===== src/hw/rtl/valve_timeout_controller_unit_assert.svh =====
// Assertion macros shared by the valve controller modules.
// Each macro expects clk_i and rst_ni to be visible where it is used.
`ifndef VALVE_TIMEOUT_CONTROLLER_UNIT_ASSERT_SVH
`define VALVE_TIMEOUT_CONTROLLER_UNIT_ASSERT_SVH

// The consequent must hold in the same cycle as the antecedent.
`define VTC_ASSERT_NOW(label, ante, cons, msg) \
  label: assert property (@(posedge clk_i) disable iff (!rst_ni) (ante) |-> (cons)) \
    else $error(msg);

// The consequent must hold in the cycle after the antecedent.
`define VTC_ASSERT_NEXT(label, ante, cons, msg) \
  label: assert property (@(posedge clk_i) disable iff (!rst_ni) (ante) |=> (cons)) \
    else $error(msg);

`endif


===== src/hw/rtl/vtc_pkg.sv =====
package vtc_pkg;

  // Fixed field widths.
  localparam int unsigned OPCODE_W = 2;
  localparam int unsigned VIDX_W   = 3;
  localparam int unsigned LIMIT_W  = 24;
  localparam int unsigned MASK_W   = 8;
  localparam int unsigned CFG_IDX_W = 2;

  // Reset values of the limit registers.
  localparam logic [LIMIT_W-1:0] OPEN_LIMIT_RST = 24'd60000;
  localparam logic [LIMIT_W-1:0] REST_LIMIT_RST = 24'd30000;

  // Depth of the frame queue between front and back.
  localparam int unsigned QUEUE_DEPTH = 2;
  localparam int unsigned QPTR_W      = $clog2(QUEUE_DEPTH);
  localparam int unsigned QCNT_W      = $clog2(QUEUE_DEPTH + 1);

  typedef enum logic [OPCODE_W-1:0] {
    OP_TICK  = 2'd0,
    OP_OPEN  = 2'd1,
    OP_CLOSE = 2'd2
  } opcode_e;

  typedef enum logic [1:0] {
    MODE_IDLE = 2'd0,
    MODE_OPEN = 2'd1,
    MODE_REST = 2'd2
  } mode_e;

  typedef enum logic [CFG_IDX_W-1:0] {
    REG_OPEN_LIMIT = 2'd0,
    REG_REST_LIMIT = 2'd1
  } reg_idx_e;

  // Queue status seen by the front and the back.
  typedef struct packed {
    logic full;
    logic not_empty;
  } q_stat_t;

endpackage


===== src/hw/rtl/vtc_cmd_if.sv =====
interface vtc_cmd_if
  import vtc_pkg::*;
();
  logic                valid;
  logic                ready;
  logic [OPCODE_W-1:0] opcode;
  logic [VIDX_W-1:0]   valve_index;

  modport source (output valid, output opcode, output valve_index, input ready);
  modport sink   (input valid, input opcode, input valve_index, output ready);
endinterface


===== src/hw/rtl/vtc_frame_if.sv =====
interface vtc_frame_if
  import vtc_pkg::*;
();
  logic              valid;
  logic              ready;
  logic              serial_bit;
  logic              latch_last;
  logic [MASK_W-1:0] open_mask;

  modport source (output valid, output serial_bit, output latch_last, output open_mask,
                  input ready);
  modport sink   (input valid, input serial_bit, input latch_last, input open_mask,
                  output ready);
endinterface


===== src/hw/rtl/vtc_cfg_if.sv =====
interface vtc_cfg_if
  import vtc_pkg::*;
();
  logic                 valid;
  logic                 ready;
  logic [CFG_IDX_W-1:0] index;
  logic [LIMIT_W-1:0]   data;

  modport source (output valid, output index, output data, input ready);
  modport sink   (input valid, input index, input data, output ready);
endinterface


===== src/hw/rtl/vtc_front.sv =====
`include "valve_timeout_controller_unit_assert.svh"

module vtc_front
  import vtc_pkg::*;
#(
  parameter int unsigned NUM_VALVES = 5
) (
  input  logic              clk_i,
  input  logic              rst_ni,
  vtc_cmd_if.sink           cmd_i,
  vtc_cfg_if.sink           cfg_i,
  input  q_stat_t           q_stat_i,
  output logic              push_o,
  output logic [MASK_W-1:0] push_mask_o
);

  logic [LIMIT_W-1:0] open_limit_q, rest_limit_q;
  mode_e              mode_q [NUM_VALVES];
  mode_e              mode_d [NUM_VALVES];
  logic [LIMIT_W-1:0] elapsed_q [NUM_VALVES];
  logic [LIMIT_W-1:0] elapsed_d [NUM_VALVES];
  logic [LIMIT_W-1:0] limit_c [NUM_VALVES];
  logic [LIMIT_W-1:0] count_c [NUM_VALVES];
  logic [MASK_W-1:0]  mask_q, mask_d;
  logic               accept;
  opcode_e            op;

  // An item is taken only when the queue can hold the frame it may cause.
  assign cmd_i.ready = !q_stat_i.full;
  assign cfg_i.ready = 1'b1;
  assign accept      = cmd_i.valid && cmd_i.ready;
  assign op          = opcode_e'(cmd_i.opcode);

  // Limit registers; unknown indices are ignored.
  always_ff @(posedge clk_i or negedge rst_ni) begin
    if (!rst_ni) begin
      open_limit_q <= OPEN_LIMIT_RST;
      rest_limit_q <= REST_LIMIT_RST;
    end else if (cfg_i.valid) begin
      if (cfg_i.index == REG_OPEN_LIMIT) begin
        open_limit_q <= cfg_i.data;
      end else if (cfg_i.index == REG_REST_LIMIT) begin
        rest_limit_q <= cfg_i.data;
      end
    end
  end

  // Saturating tick count of every valve against the limit of its mode.
  always_comb begin
    for (int i = 0; i < NUM_VALVES; i++) begin
      limit_c[i] = (mode_q[i] == MODE_OPEN) ? open_limit_q : rest_limit_q;
      count_c[i] = (elapsed_q[i] < limit_c[i]) ? elapsed_q[i] + 1'b1 : limit_c[i];
    end
  end

  // Next mode and counter of each valve for the item being accepted.
  always_comb begin
    for (int i = 0; i < NUM_VALVES; i++) begin
      mode_d[i]    = mode_q[i];
      elapsed_d[i] = elapsed_q[i];
      if (accept) begin
        unique case (op)
          OP_TICK: begin
            if (mode_q[i] == MODE_OPEN || mode_q[i] == MODE_REST) begin
              if (count_c[i] >= limit_c[i]) begin
                mode_d[i]    = (mode_q[i] == MODE_OPEN) ? MODE_REST : MODE_IDLE;
                elapsed_d[i] = '0;
              end else begin
                elapsed_d[i] = count_c[i];
              end
            end
          end
          OP_OPEN: begin
            if (cmd_i.valve_index == VIDX_W'(i) && mode_q[i] == MODE_IDLE) begin
              mode_d[i]    = MODE_OPEN;
              elapsed_d[i] = '0;
            end
          end
          OP_CLOSE: begin
            if (cmd_i.valve_index == VIDX_W'(i) && mode_q[i] == MODE_OPEN) begin
              mode_d[i]    = MODE_REST;
              elapsed_d[i] = '0;
            end
          end
          default: begin
          end
        endcase
      end
    end
  end

  // Open mask of the new state: valve i on bit i+1.
  always_comb begin
    mask_d = '0;
    for (int i = 0; i < NUM_VALVES; i++) begin
      mask_d[i+1] = (mode_d[i] == MODE_OPEN);
    end
  end

  assign push_o      = accept && (mask_d != mask_q);
  assign push_mask_o = mask_d;

  always_ff @(posedge clk_i or negedge rst_ni) begin
    if (!rst_ni) begin
      for (int i = 0; i < NUM_VALVES; i++) begin
        mode_q[i]    <= MODE_IDLE;
        elapsed_q[i] <= '0;
      end
      mask_q <= '0;
    end else begin
      for (int i = 0; i < NUM_VALVES; i++) begin
        mode_q[i]    <= mode_d[i];
        elapsed_q[i] <= elapsed_d[i];
      end
      if (push_o) begin
        mask_q <= mask_d;
      end
    end
  end

  `VTC_ASSERT_NOW(a_mask_bit0_clear, 1'b1, mask_q[0] == 1'b0, "mask bit 0 set")
  `VTC_ASSERT_NEXT(a_push_changes_mask, push_o, mask_q != $past(mask_q),
                   "frame pushed without a change of mask")

endmodule


===== src/hw/rtl/vtc_queue.sv =====
`include "valve_timeout_controller_unit_assert.svh"

module vtc_queue
  import vtc_pkg::*;
(
  input  logic              clk_i,
  input  logic              rst_ni,
  input  logic              push_i,
  input  logic [MASK_W-1:0] push_mask_i,
  input  logic              pop_i,
  output logic [MASK_W-1:0] pop_mask_o,
  output q_stat_t           q_stat_o
);

  logic [MASK_W-1:0] entry_q [QUEUE_DEPTH];
  logic [QPTR_W-1:0] wr_ptr_q, rd_ptr_q;
  logic [QCNT_W-1:0] count_q;

  assign q_stat_o.full      = (count_q == QCNT_W'(QUEUE_DEPTH));
  assign q_stat_o.not_empty = (count_q != '0);
  assign pop_mask_o         = entry_q[rd_ptr_q];

  // Payload storage; no reset needed.
  always_ff @(posedge clk_i) begin
    if (push_i) begin
      entry_q[wr_ptr_q] <= push_mask_i;
    end
  end

  // Pointers and fill count.
  always_ff @(posedge clk_i or negedge rst_ni) begin
    if (!rst_ni) begin
      wr_ptr_q <= '0;
      rd_ptr_q <= '0;
      count_q  <= '0;
    end else begin
      if (push_i) begin
        wr_ptr_q <= (wr_ptr_q == QPTR_W'(QUEUE_DEPTH - 1)) ? '0 : wr_ptr_q + 1'b1;
      end
      if (pop_i) begin
        rd_ptr_q <= (rd_ptr_q == QPTR_W'(QUEUE_DEPTH - 1)) ? '0 : rd_ptr_q + 1'b1;
      end
      if (push_i && !pop_i) begin
        count_q <= count_q + 1'b1;
      end else if (pop_i && !push_i) begin
        count_q <= count_q - 1'b1;
      end
    end
  end

  `VTC_ASSERT_NOW(a_no_push_full, push_i, !q_stat_o.full, "push into a full queue")
  `VTC_ASSERT_NOW(a_no_pop_empty, pop_i, q_stat_o.not_empty, "pop from an empty queue")

endmodule


===== src/hw/rtl/vtc_back.sv =====
`include "valve_timeout_controller_unit_assert.svh"

module vtc_back
  import vtc_pkg::*;
#(
  parameter int unsigned FRAME_BITS = 8
) (
  input  logic              clk_i,
  input  logic              rst_ni,
  input  q_stat_t           q_stat_i,
  input  logic [MASK_W-1:0] pop_mask_i,
  output logic              pop_o,
  vtc_frame_if.source       frame_o
);

  localparam int unsigned CNT_W = $clog2(FRAME_BITS);

  logic                  valid_q;
  logic [MASK_W-1:0]     mask_q;
  logic [CNT_W-1:0]      cnt_q;
  logic [CNT_W-1:0]      pos;
  logic [FRAME_BITS-1:0] frame;
  logic                  last;
  logic                  out_acc;

  // Frame bit k is mask bit FRAME_BITS-1-k; bits above the mask carry zero.
  assign frame = FRAME_BITS'(mask_q);
  assign pos   = CNT_W'(FRAME_BITS - 1) - cnt_q;
  assign last  = (cnt_q == CNT_W'(FRAME_BITS - 1));

  assign frame_o.valid      = valid_q;
  assign frame_o.serial_bit = frame[pos];
  assign frame_o.latch_last = last;
  assign frame_o.open_mask  = mask_q;

  assign out_acc = valid_q && frame_o.ready;
  assign pop_o   = q_stat_i.not_empty && (!valid_q || (out_acc && last));

  // Shifter: loads a frame from the queue and steps one bit per item taken.
  always_ff @(posedge clk_i or negedge rst_ni) begin
    if (!rst_ni) begin
      valid_q <= 1'b0;
      cnt_q   <= '0;
      mask_q  <= '0;
    end else if (pop_o) begin
      valid_q <= 1'b1;
      cnt_q   <= '0;
      mask_q  <= pop_mask_i;
    end else if (out_acc) begin
      if (last) begin
        valid_q <= 1'b0;
      end else begin
        cnt_q <= cnt_q + 1'b1;
      end
    end
  end

  `VTC_ASSERT_NEXT(a_bit_step, out_acc && !last, valid_q && cnt_q == $past(cnt_q) + 1'b1,
                   "frame did not step to the next bit")

endmodule


===== src/hw/rtl/valve_timeout_controller_unit.sv =====
// An item acts on the valves at the edge that accepts it; a changed open mask is written
// into the frame queue, then loaded into the shifter once it is free, and shows its frame bits.
// Throughput: one item per cycle while the two-entry frame queue has room; each frame
// is sent as FRAME_BITS serial bits, which bounds the rate of items that change the mask.
// Reset: all valves idle, counters and mask zero, limits 60000 and 30000 ticks.
module valve_timeout_controller_unit
  import vtc_pkg::*;
#(
  parameter int unsigned NUM_VALVES = 5,
  parameter int unsigned FRAME_BITS = 8
) (
  input  logic        clk_i,
  input  logic        rst_ni,
  vtc_cmd_if.sink     cmd_i,
  vtc_cfg_if.sink     cfg_i,
  vtc_frame_if.source frame_o
);

  q_stat_t           q_stat;
  logic              push;
  logic [MASK_W-1:0] push_mask;
  logic              pop;
  logic [MASK_W-1:0] pop_mask;

  // Command decode and valve state.
  vtc_front #(
    .NUM_VALVES(NUM_VALVES)
  ) u_front (
    .clk_i      (clk_i),
    .rst_ni     (rst_ni),
    .cmd_i      (cmd_i),
    .cfg_i      (cfg_i),
    .q_stat_i   (q_stat),
    .push_o     (push),
    .push_mask_o(push_mask)
  );

  // Pending frames.
  vtc_queue u_queue (
    .clk_i      (clk_i),
    .rst_ni     (rst_ni),
    .push_i     (push),
    .push_mask_i(push_mask),
    .pop_i      (pop),
    .pop_mask_o (pop_mask),
    .q_stat_o   (q_stat)
  );

  // Serial frame output.
  vtc_back #(
    .FRAME_BITS(FRAME_BITS)
  ) u_back (
    .clk_i     (clk_i),
    .rst_ni    (rst_ni),
    .q_stat_i  (q_stat),
    .pop_mask_i(pop_mask),
    .pop_o     (pop),
    .frame_o   (frame_o)
  );

endmodule


===== src/flat_wrapper.sv =====
// flat-port wrapper written by rule: the top's interface ports become plain ports
module valve_timeout_controller_unit_flat import vtc_pkg::*;
#(
  parameter int unsigned NUM_VALVES = 5,
  parameter int unsigned FRAME_BITS = 8
)
  (clk_i, rst_ni, cmd_i_valid, cmd_i_opcode, cmd_i_valve_index, cmd_i_ready, cfg_i_valid, cfg_i_index, cfg_i_data, cfg_i_ready, frame_o_valid, frame_o_serial_bit, frame_o_latch_last, frame_o_open_mask, frame_o_ready);
  vtc_cmd_if cmd_i_i ();
  vtc_cfg_if cfg_i_i ();
  vtc_frame_if frame_o_i ();
  input  logic clk_i;
  input  logic rst_ni;
  input wire logic [$bits(cmd_i_i.valid)-1:0] cmd_i_valid;
  input wire logic [$bits(cmd_i_i.opcode)-1:0] cmd_i_opcode;
  input wire logic [$bits(cmd_i_i.valve_index)-1:0] cmd_i_valve_index;
  output wire logic [$bits(cmd_i_i.ready)-1:0] cmd_i_ready;
  input wire logic [$bits(cfg_i_i.valid)-1:0] cfg_i_valid;
  input wire logic [$bits(cfg_i_i.index)-1:0] cfg_i_index;
  input wire logic [$bits(cfg_i_i.data)-1:0] cfg_i_data;
  output wire logic [$bits(cfg_i_i.ready)-1:0] cfg_i_ready;
  output wire logic [$bits(frame_o_i.valid)-1:0] frame_o_valid;
  output wire logic [$bits(frame_o_i.serial_bit)-1:0] frame_o_serial_bit;
  output wire logic [$bits(frame_o_i.latch_last)-1:0] frame_o_latch_last;
  output wire logic [$bits(frame_o_i.open_mask)-1:0] frame_o_open_mask;
  input wire logic [$bits(frame_o_i.ready)-1:0] frame_o_ready;
  assign cmd_i_i.valid = cmd_i_valid;
  assign cmd_i_i.opcode = cmd_i_opcode;
  assign cmd_i_i.valve_index = cmd_i_valve_index;
  assign cmd_i_ready = cmd_i_i.ready;
  assign cfg_i_i.valid = cfg_i_valid;
  assign cfg_i_i.index = cfg_i_index;
  assign cfg_i_i.data = cfg_i_data;
  assign cfg_i_ready = cfg_i_i.ready;
  assign frame_o_valid = frame_o_i.valid;
  assign frame_o_serial_bit = frame_o_i.serial_bit;
  assign frame_o_latch_last = frame_o_i.latch_last;
  assign frame_o_open_mask = frame_o_i.open_mask;
  assign frame_o_i.ready = frame_o_ready;
  valve_timeout_controller_unit #(.NUM_VALVES(NUM_VALVES), .FRAME_BITS(FRAME_BITS)) u_core (.clk_i(clk_i), .rst_ni(rst_ni), .cmd_i(cmd_i_i), .cfg_i(cfg_i_i), .frame_o(frame_o_i));
endmodule

===== config.mk =====
export PLATFORM = sky130hd
export DESIGN_NAME = valve_timeout_controller_unit_flat
export DESIGN_NICKNAME = d
export VERILOG_FILES = /design/src/hw/rtl/vtc_pkg.sv /design/src/hw/rtl/vtc_cmd_if.sv /design/src/hw/rtl/vtc_frame_if.sv /design/src/hw/rtl/vtc_cfg_if.sv /design/src/hw/rtl/vtc_front.sv /design/src/hw/rtl/vtc_queue.sv /design/src/hw/rtl/vtc_back.sv /design/src/hw/rtl/valve_timeout_controller_unit.sv /design/src/flat_wrapper.sv
export VERILOG_INCLUDE_DIRS = /design/src /design/src/hw/rtl
export SDC_FILE = /design/constraint.sdc
export NUM_CORES = 1
export LEC_CHECK = 0
export BUFFER_PORTS_ARGS = -buffer_cell sky130_fd_sc_hd__buf_4
export CORE_ASPECT_RATIO = 1.4
export CORE_UTILIZATION = 60
export DETAILED_ROUTE_END_ITERATION = 10
export HOLD_SLACK_MARGIN = 0.03
export MAX_ROUTING_LAYER = met4
export PLACE_DENSITY = 0.77
export SLEW_MARGIN = 20
export SYNTH_ARGS = -nofsm -noshare
export SYNTH_HDL_FRONTEND = slang
export SYNTH_HIERARCHICAL = 1
export SYNTH_SLANG_ARGS = --single-unit

===== constraint.sdc =====
create_clock -name clk_i -period 17.05 [get_ports clk_i]
set_clock_uncertainty 0.1 [all_clocks]
set_input_delay 3.41 -clock clk_i [delete_from_list [all_inputs] [get_ports clk_i]]
set_output_delay 3.41 -clock clk_i [all_outputs]
set_load 0.005 [all_outputs]

======== After elaboration in Yosys (flattened, before gate mapping) ========
Memory sizes are Yosys's and may differ from the RTL's. A register that Yosys moved wholly into a read port is not among the register bits.
Index checks and enable logic that the tools add are counted.
Widths: inputs -> output; s select.
word-level totals
  memories kept ........................... 1
  ROM bits ................................ 0
  output and inout port bits .............. 13
  input port bits ......................... 36
  RAM bits ................................ 10
  flip-flop bits (word level) ............. 199
  bits in latches ......................... 0
memories
  memory                  words  bits a word  rd ports  clocked after Yosys merged registers in  wr ports  RTL line         text
  u_core.u_queue.entry_q  2      5            1         1                                        1         vtc_queue.sv:15  logic [MASK_W-1:0] entry_q [QUEUE_DEPTH];
operators by class
  shifts and indexed selects .............. 0
  mux-type cells .......................... 84
  add/sub/neg operators ................... 11
  divide/modulo/power cells ............... 0
  equality and inequality tests ........... 41
  order comparisons ....................... 11
  bitwise gates (word level) .............. 1
  multipliers ............................. 0
  reductions and logical operators ........ 50
operator list
  kind                   number
  $mux 24                30
  $pmux 24 s3            5
  $add 24x1->24 const B  5
  $ge 24x24->1           5
  $lt 24x24->1           5
  $mux 2                 32
  $ne 2x2->1 const B     15
  $pmux 2 s3             5
  $reduce_and 5->1       5
  $eq 2x1->1 const B     12
  $logic_and 1x1->1      17
  $eq 2x2->1 const B     7
  $logic_not 2->1        7
  $mux 3                 3
  $mux 1                 8
  $reduce_bool 2->1      4
  $eq 3x2->1 const B     2
  $eq 3x3->1 const B     2
  $logic_or 1x1->1       6
  $reduce_and 2->1       3
  $logic_not 1->1        5
  $ne 5x5->1             1
  $lt 3x4->1 const B     1
  $add 3x1->3 const B    1
  other kinds (11)       12

======== Logic depth before layout (Yosys ltp) ========
  depth after elaboration ................. 16
  depth in mapped cells ................... 36
  depth with buffers taken out ............ 32

======== Modules after synthesis ========
Netlist, hierarchy kept.
modules (own cells, without submodules)
  module     cells each  times used  area each (um^2)  sequential area each (um^2)
  vtc_front  1829        1           17055.1           4596.9
  vtc_queue  41          1           773.2             580.6
  vtc_back   40          1           585.6             300.3

======== Worst setup path before layout ========
No wires, ideal clock.
  path kind ............................... reg2reg
  from .................................... register u_core/u_front/mode_q[5] in the netlist's numbering
  to ...................................... memory u_core/u_queue/entry_q[0][0] in the netlist's numbering, enable pin
  cell stages (with the launch flop) ...... 27
  buffers on the path ..................... 3
  data arrival time ....................... 6.456 ns
  clock period less this slack ............ 6.929 ns
  path slack .............................. 10.121 ns
  setup time .............................. 0.373 ns
  required time ........................... 16.577 ns
  cells stage by stage .................... dfrtp_1 inv_1 ha_1 buf_2 buf_1 mux2i_1 ha_1 nand4_1 or2_2 or4_1 o22a_1 nand2_1 clkbuf_1 nor2_1 a21oi_1 ha_1 a21oi_1 o21ai_0 a221oi_1 o21ai_0 or4_1 o211ai_1 mux2_2 nand2_1 mux2i_1 a41oi_2 nor2b_1
on the way
  cells in the longest elaborated chain, start to end .. 14
  elaborated cells between the ends (all ways) .. 22
  those cells by class .................... order compare: 2; eq/ne: 4; mux: 11; reduce/logical: 5
ends and longest elaborated chain
  element                           RTL line                             text
  start, declared                   vtc_front.sv:18                      mode_e mode_q [NUM_VALVES];
  start signal, assigned by index   vtc_front.sv:112                     mode_q[i] <= mode_d[i];
  $eq 2x1->1                        --
  $mux 24                           vtc_front.sv:51                      limit_c[i] = (mode_q[i] == MODE_OPEN) ? open_limit_q : rest_limit_q;
  $lt 24x24->1                      vtc_front.sv:52                      count_c[i] = (elapsed_q[i] < limit_c[i]) ? elapsed_q[i] + 1'b1 : limit_c[i];
  $mux 24                           vtc_front.sv:52
  $ge 24x24->1                      vtc_front.sv:65                      if (count_c[i] >= limit_c[i]) begin
  $mux 2                            vtc_front.sv:65
  $mux 2                            vtc_front.sv:64                      if (mode_q[i] == MODE_OPEN || mode_q[i] == MODE_REST) begin
  $pmux 2 s3                        vtc_front.sv:62                      unique case (op)
  $mux 2 (*)                        vtc_front.sv:61                      if (accept) begin
  $eq 2x1->1 (*)                    vtc_front.sv:96                      mask_d[i+1] = (mode_d[i] == MODE_OPEN);
  $ne 5x5->1 (*)                    vtc_front.sv:100                     assign push_o = accept && (mask_d != mask_q);
  $logic_and 1x1->1 (*)             vtc_front.sv:100
  net u_core.push                   valve_timeout_controller_unit.sv:20  logic push;
  $mux 1 (*)                        vtc_queue.sv:25                      if (push_i) begin
  $mux 1 (not written as such) (*)  vtc_queue.sv:26                      entry_q[wr_ptr_q] <= push_mask_i;
  end, declared                     vtc_queue.sv:15
The timed path passes the listed nets; every way through them passes the cells marked *.

======== Worst setup path in the final report ========
  from .................................... register u_core/u_front/mode_q[5] in the netlist's numbering
  to ...................................... memory u_core/u_queue/entry_q[0][6] in the netlist's numbering, enable pin
The elaborated chain is that of the path after synthesis.

==> impl_metrics.yaml <==
yosys:
  synth.top_cell.area_share_pct: 25.1
  netlist_top_cells_count: "ha_1, dfrtp_1, mux2i_1, nand2_1, a22o_1"
  sequential_to_total_area_share_from_yosys_stat_pct: 29.7
  synth-warning-count: 6
  per_instance_average_area_after_synthesis_um2: 9.64
  synth.lib_cells_used.distinct: 82
  synth_top_flop_cell: "dfrtp_1"
  synth_largest_area_cell: "dfrtp_1"
  synthArstFlopShare_pct: 92.6
  number_of_enable_flip_flop_cells_after_synthesis: 16
  ys_ff_latch: 215
  netlist_top_cells_area: "dfrtp_1, ha_1, mux2i_1"
  synthCells: 1910
  synth_area_mm2: 0.0184
  yosysMostFrequentCell: "ha_1"
route:
  initialDrtViolationCount: 1105
  avgRoutedWirePerCell_um: 22.6
  route.detailed.vias_per_inst: 6.64
  first_pass_detailed_route_iteration_total: 5
  antenna_left: 0
  drt_drc_violations_left: 0
  detail_route.wirelength_mm: 52.8
  vias: 15506
clock_tree:
  cts.path.max_buffers: 3
  setup_fix_buffers_added_after_clock_tree_synthesis: 0
  clk-insertion-delay-late_ns: 0.57
  cts-buffers-inserted: 24
  tritoncts: "yes"
  htreeDepth: 1
  post_cts.resized_instances: 0
  clkSinkCount: 215
  cts.hold.buffers_added: 0
  path_clk_slew_ns: 0.06
  cts_root_buf: "clkbuf_16"
sta:
  fin_worst_hold_slack_ns: 0.403
  hold_viol_final: 0
  max_slew.worst_pin.slew_ns: 1.17
  post-route-min-period_ns: 8.12
  final_critical_path_setup_slack_ns: 8.93
  maxClockFrequency_ghz: 0.123
  setup_viol: 0
  final_max_slew_viol_count: 0
  final.period_utilization_pct: 47.6
  totalNegativeSetupSlack_ns: 0
  timing.max_slew.rel_slack_pct: 21.8
  unrepaired_setup_endpoints_after_global_routing: "no"
pwr:
  power_leakage_nw: 9.52
  power_per_cell_area_mw_per_mm2: 118
  power.ir.vdd_worst_v: 0.000109
cells_and_area:
  area_growth_pct: 8.83
  final_layout_size_suffix_gt1_share_pct: 12.2
  layout.filler_cells: 2406
  layout.nets: 2219
  postLayoutCoreUtil_pct: 66.5
  n_antenna_cell: 0
grt:
  grt_pass1_vias: 15554
  grt_max_degree: 85
  grt.overflow.total: 0
  grt_pass1_wl_mm: 82.7
  global_route.usage.total_pct: 35.1
  antenna_found_initial: 0
floorplan:
  chip_height_um: 209
  die_area_mm2: 0.0314
  std_cell_rows: 75
  initial_utilization_pct: 61.1
  io_pins: 49
  floorplan.die.width_um: 150
  coreArea_mm2: 0.0301
worst_setup_path:
  criticalPathCategory: "reg -> reg"
  worstPathRequired_ns: 17.15
  path_max_fanout: 27
  worst_setup_path_start_kind: "flip-flop"
  reg2reg_setup_slack_ns: 8.93
  timing.critical_path.slowest_cell_delay_ns: 0.64
  cpMaxStageDelayCell: "nor2b_1"
  worstSetupEndpointType: "flip-flop"
  worst_path_most_repeated_cell: "ha_1"
  critical_path_arrival_ns: 8.22
worst_hold_path:
  hold_path.class: "reg -> reg"
placed_design:
  post-dp-hpwl_mm: 38.1
  pre_cts_slack_ns: 9.06
  place_congestion: 0.994
  port_buffers: 47
status:
  outcome: "completed"
job:
  maxCapViolations: 0
flip-flops by register name, indices dropped and copies added (netlist names):
| signal | flops |
|---|---|
| u_core/u_back/cnt_q | 3 |
| u_core/u_back/frame_o.open_mask | 8 |
| u_core/u_back/frame_o.valid | 1 |
| u_core/u_front/elapsed_q | 120 |
| u_core/u_front/mask_q | 5 |
| u_core/u_front/mode_q | 10 |
| u_core/u_front/open_limit_q | 24 |
| u_core/u_front/rest_limit_q | 24 |
| u_core/u_queue/count_q | 2 |
| u_core/u_queue/entry_q | 16 |
| u_core/u_queue/rd_ptr_q | 1 |
| u_core/u_queue/wr_ptr_q | 1 |
worst paths after layout:
check / startpoint / to / cells past startpoint
worst max-delay path: u_core/u_front/mode_q[5] / u_core/u_queue/entry_q[0][6] / 25
worst min-delay path: u_core/u_queue/wr_ptr_q / u_core/u_queue/wr_ptr_q / 1
worst max register to register: u_core/u_front/mode_q[5] / u_core/u_queue/entry_q[0][6] / 25
worst min register to register: u_core/u_queue/wr_ptr_q / u_core/u_queue/wr_ptr_q / 1
max in group asynchronous: rst_ni / u_core/u_front/open_limit_q[17] / 3
min in group asynchronous: rst_ni / u_core/u_front/elapsed_q[17] / 1
worst max-delay path: cells and delay by family, from the launching register on:
family	cells	cell delay (ns)
simple gates	8	2.96
compound gates	8	1.82
mux	3	0.94
buf+inv	3	0.90
fa+ha+maj	3	0.62
flops	1	0.39
cell usage in the layout, fill, tap and decap left out, types with 5 or more instances in the layout:
master / count
a2111oi_0: 8
a211oi_1: 17
a21o_1: 23
a21oi_1: 113
a22o_1: 119
a31oi_1: 22
and2_1: 8
and3_1: 20
and4_1: 7
buf_4: 70
bufinv_16: 5
clkbuf_16: 24
clkinv_4: 5
dfrtp_1: 185
dfstp_2: 14
edfxtp_1: 16
ha_1: 249
inv_1: 53
mux2_2: 72
mux2i_1: 179
nand2_1: 140
nand2b_1: 14
nand3_1: 69
nand4_1: 34
nor2_1: 103
nor2b_1: 13
nor3_1: 23
nor3b_1: 5
nor4_1: 6
o211ai_1: 10
o21a_1: 14
o21ai_0: 79
or2_2: 13
xnor2_1: 71
xor2_1: 49
power by group:
group,total (W),internal [W],leakage (nW),switching (W)
combinational,0.00102,0.000437,6.36,0.000579
clock,0.000577,0.000341,0.416,0.000236
sequential,0.000777,0.000618,2.75,0.000160
total,0.00237,0.00140,9.52,0.000974
stage by stage:
step	instances	cell area [um^2]	power, W
detailed placement	2292	19200	0.00178
finish	2337	20000	0.00237
global placement	2292	19200	0.00174
floorplan	1912	18400	0.00145
global route	2337	20000	0.00252
CTS	2336	20000	0.00236
metal layers:
metal	vias up	global-route usage [%]	wire length [um]
li1	7222	-	-
met1	7545	40.9	20700
met2	565	57.5	25500
met3	174	4.91	3390
met4	0	20.0	3270
met5	-	-	0
cell type report:
| cell class | count | area (um^2) | share of cell area, % |
|---|---|---|---|
| multi-input cells | 1568 | 12500 | 62.2 |
| flip-flops and latches | 215 | 5480 | 27.3 |
| clock buffers | 26 | 618 | 3.08 |
| repair buffers | 72 | 554 | 2.77 |
| well taps | 385 | 482 | 2.40 |
| clock inverters | 18 | 251 | 1.25 |
| inverters | 53 | 199 | 0.993 |
kinds of logic after synthesis:
group                      after synthesis  share of synthesized area, %
and+or+nand+nor                        477                          12.6
AOI/OAI and AO/OA                      462                          17.6
muxes                                  255                          14.6
adders and majority gates              250                          17.0
DFF                                    215                          29.7
buffers and inverters                  129                          2.84
xor gates and xnor gates               120                          5.71
other                                    2                        0.0408
Note: power is estimated with default switching activity, not from simulation.
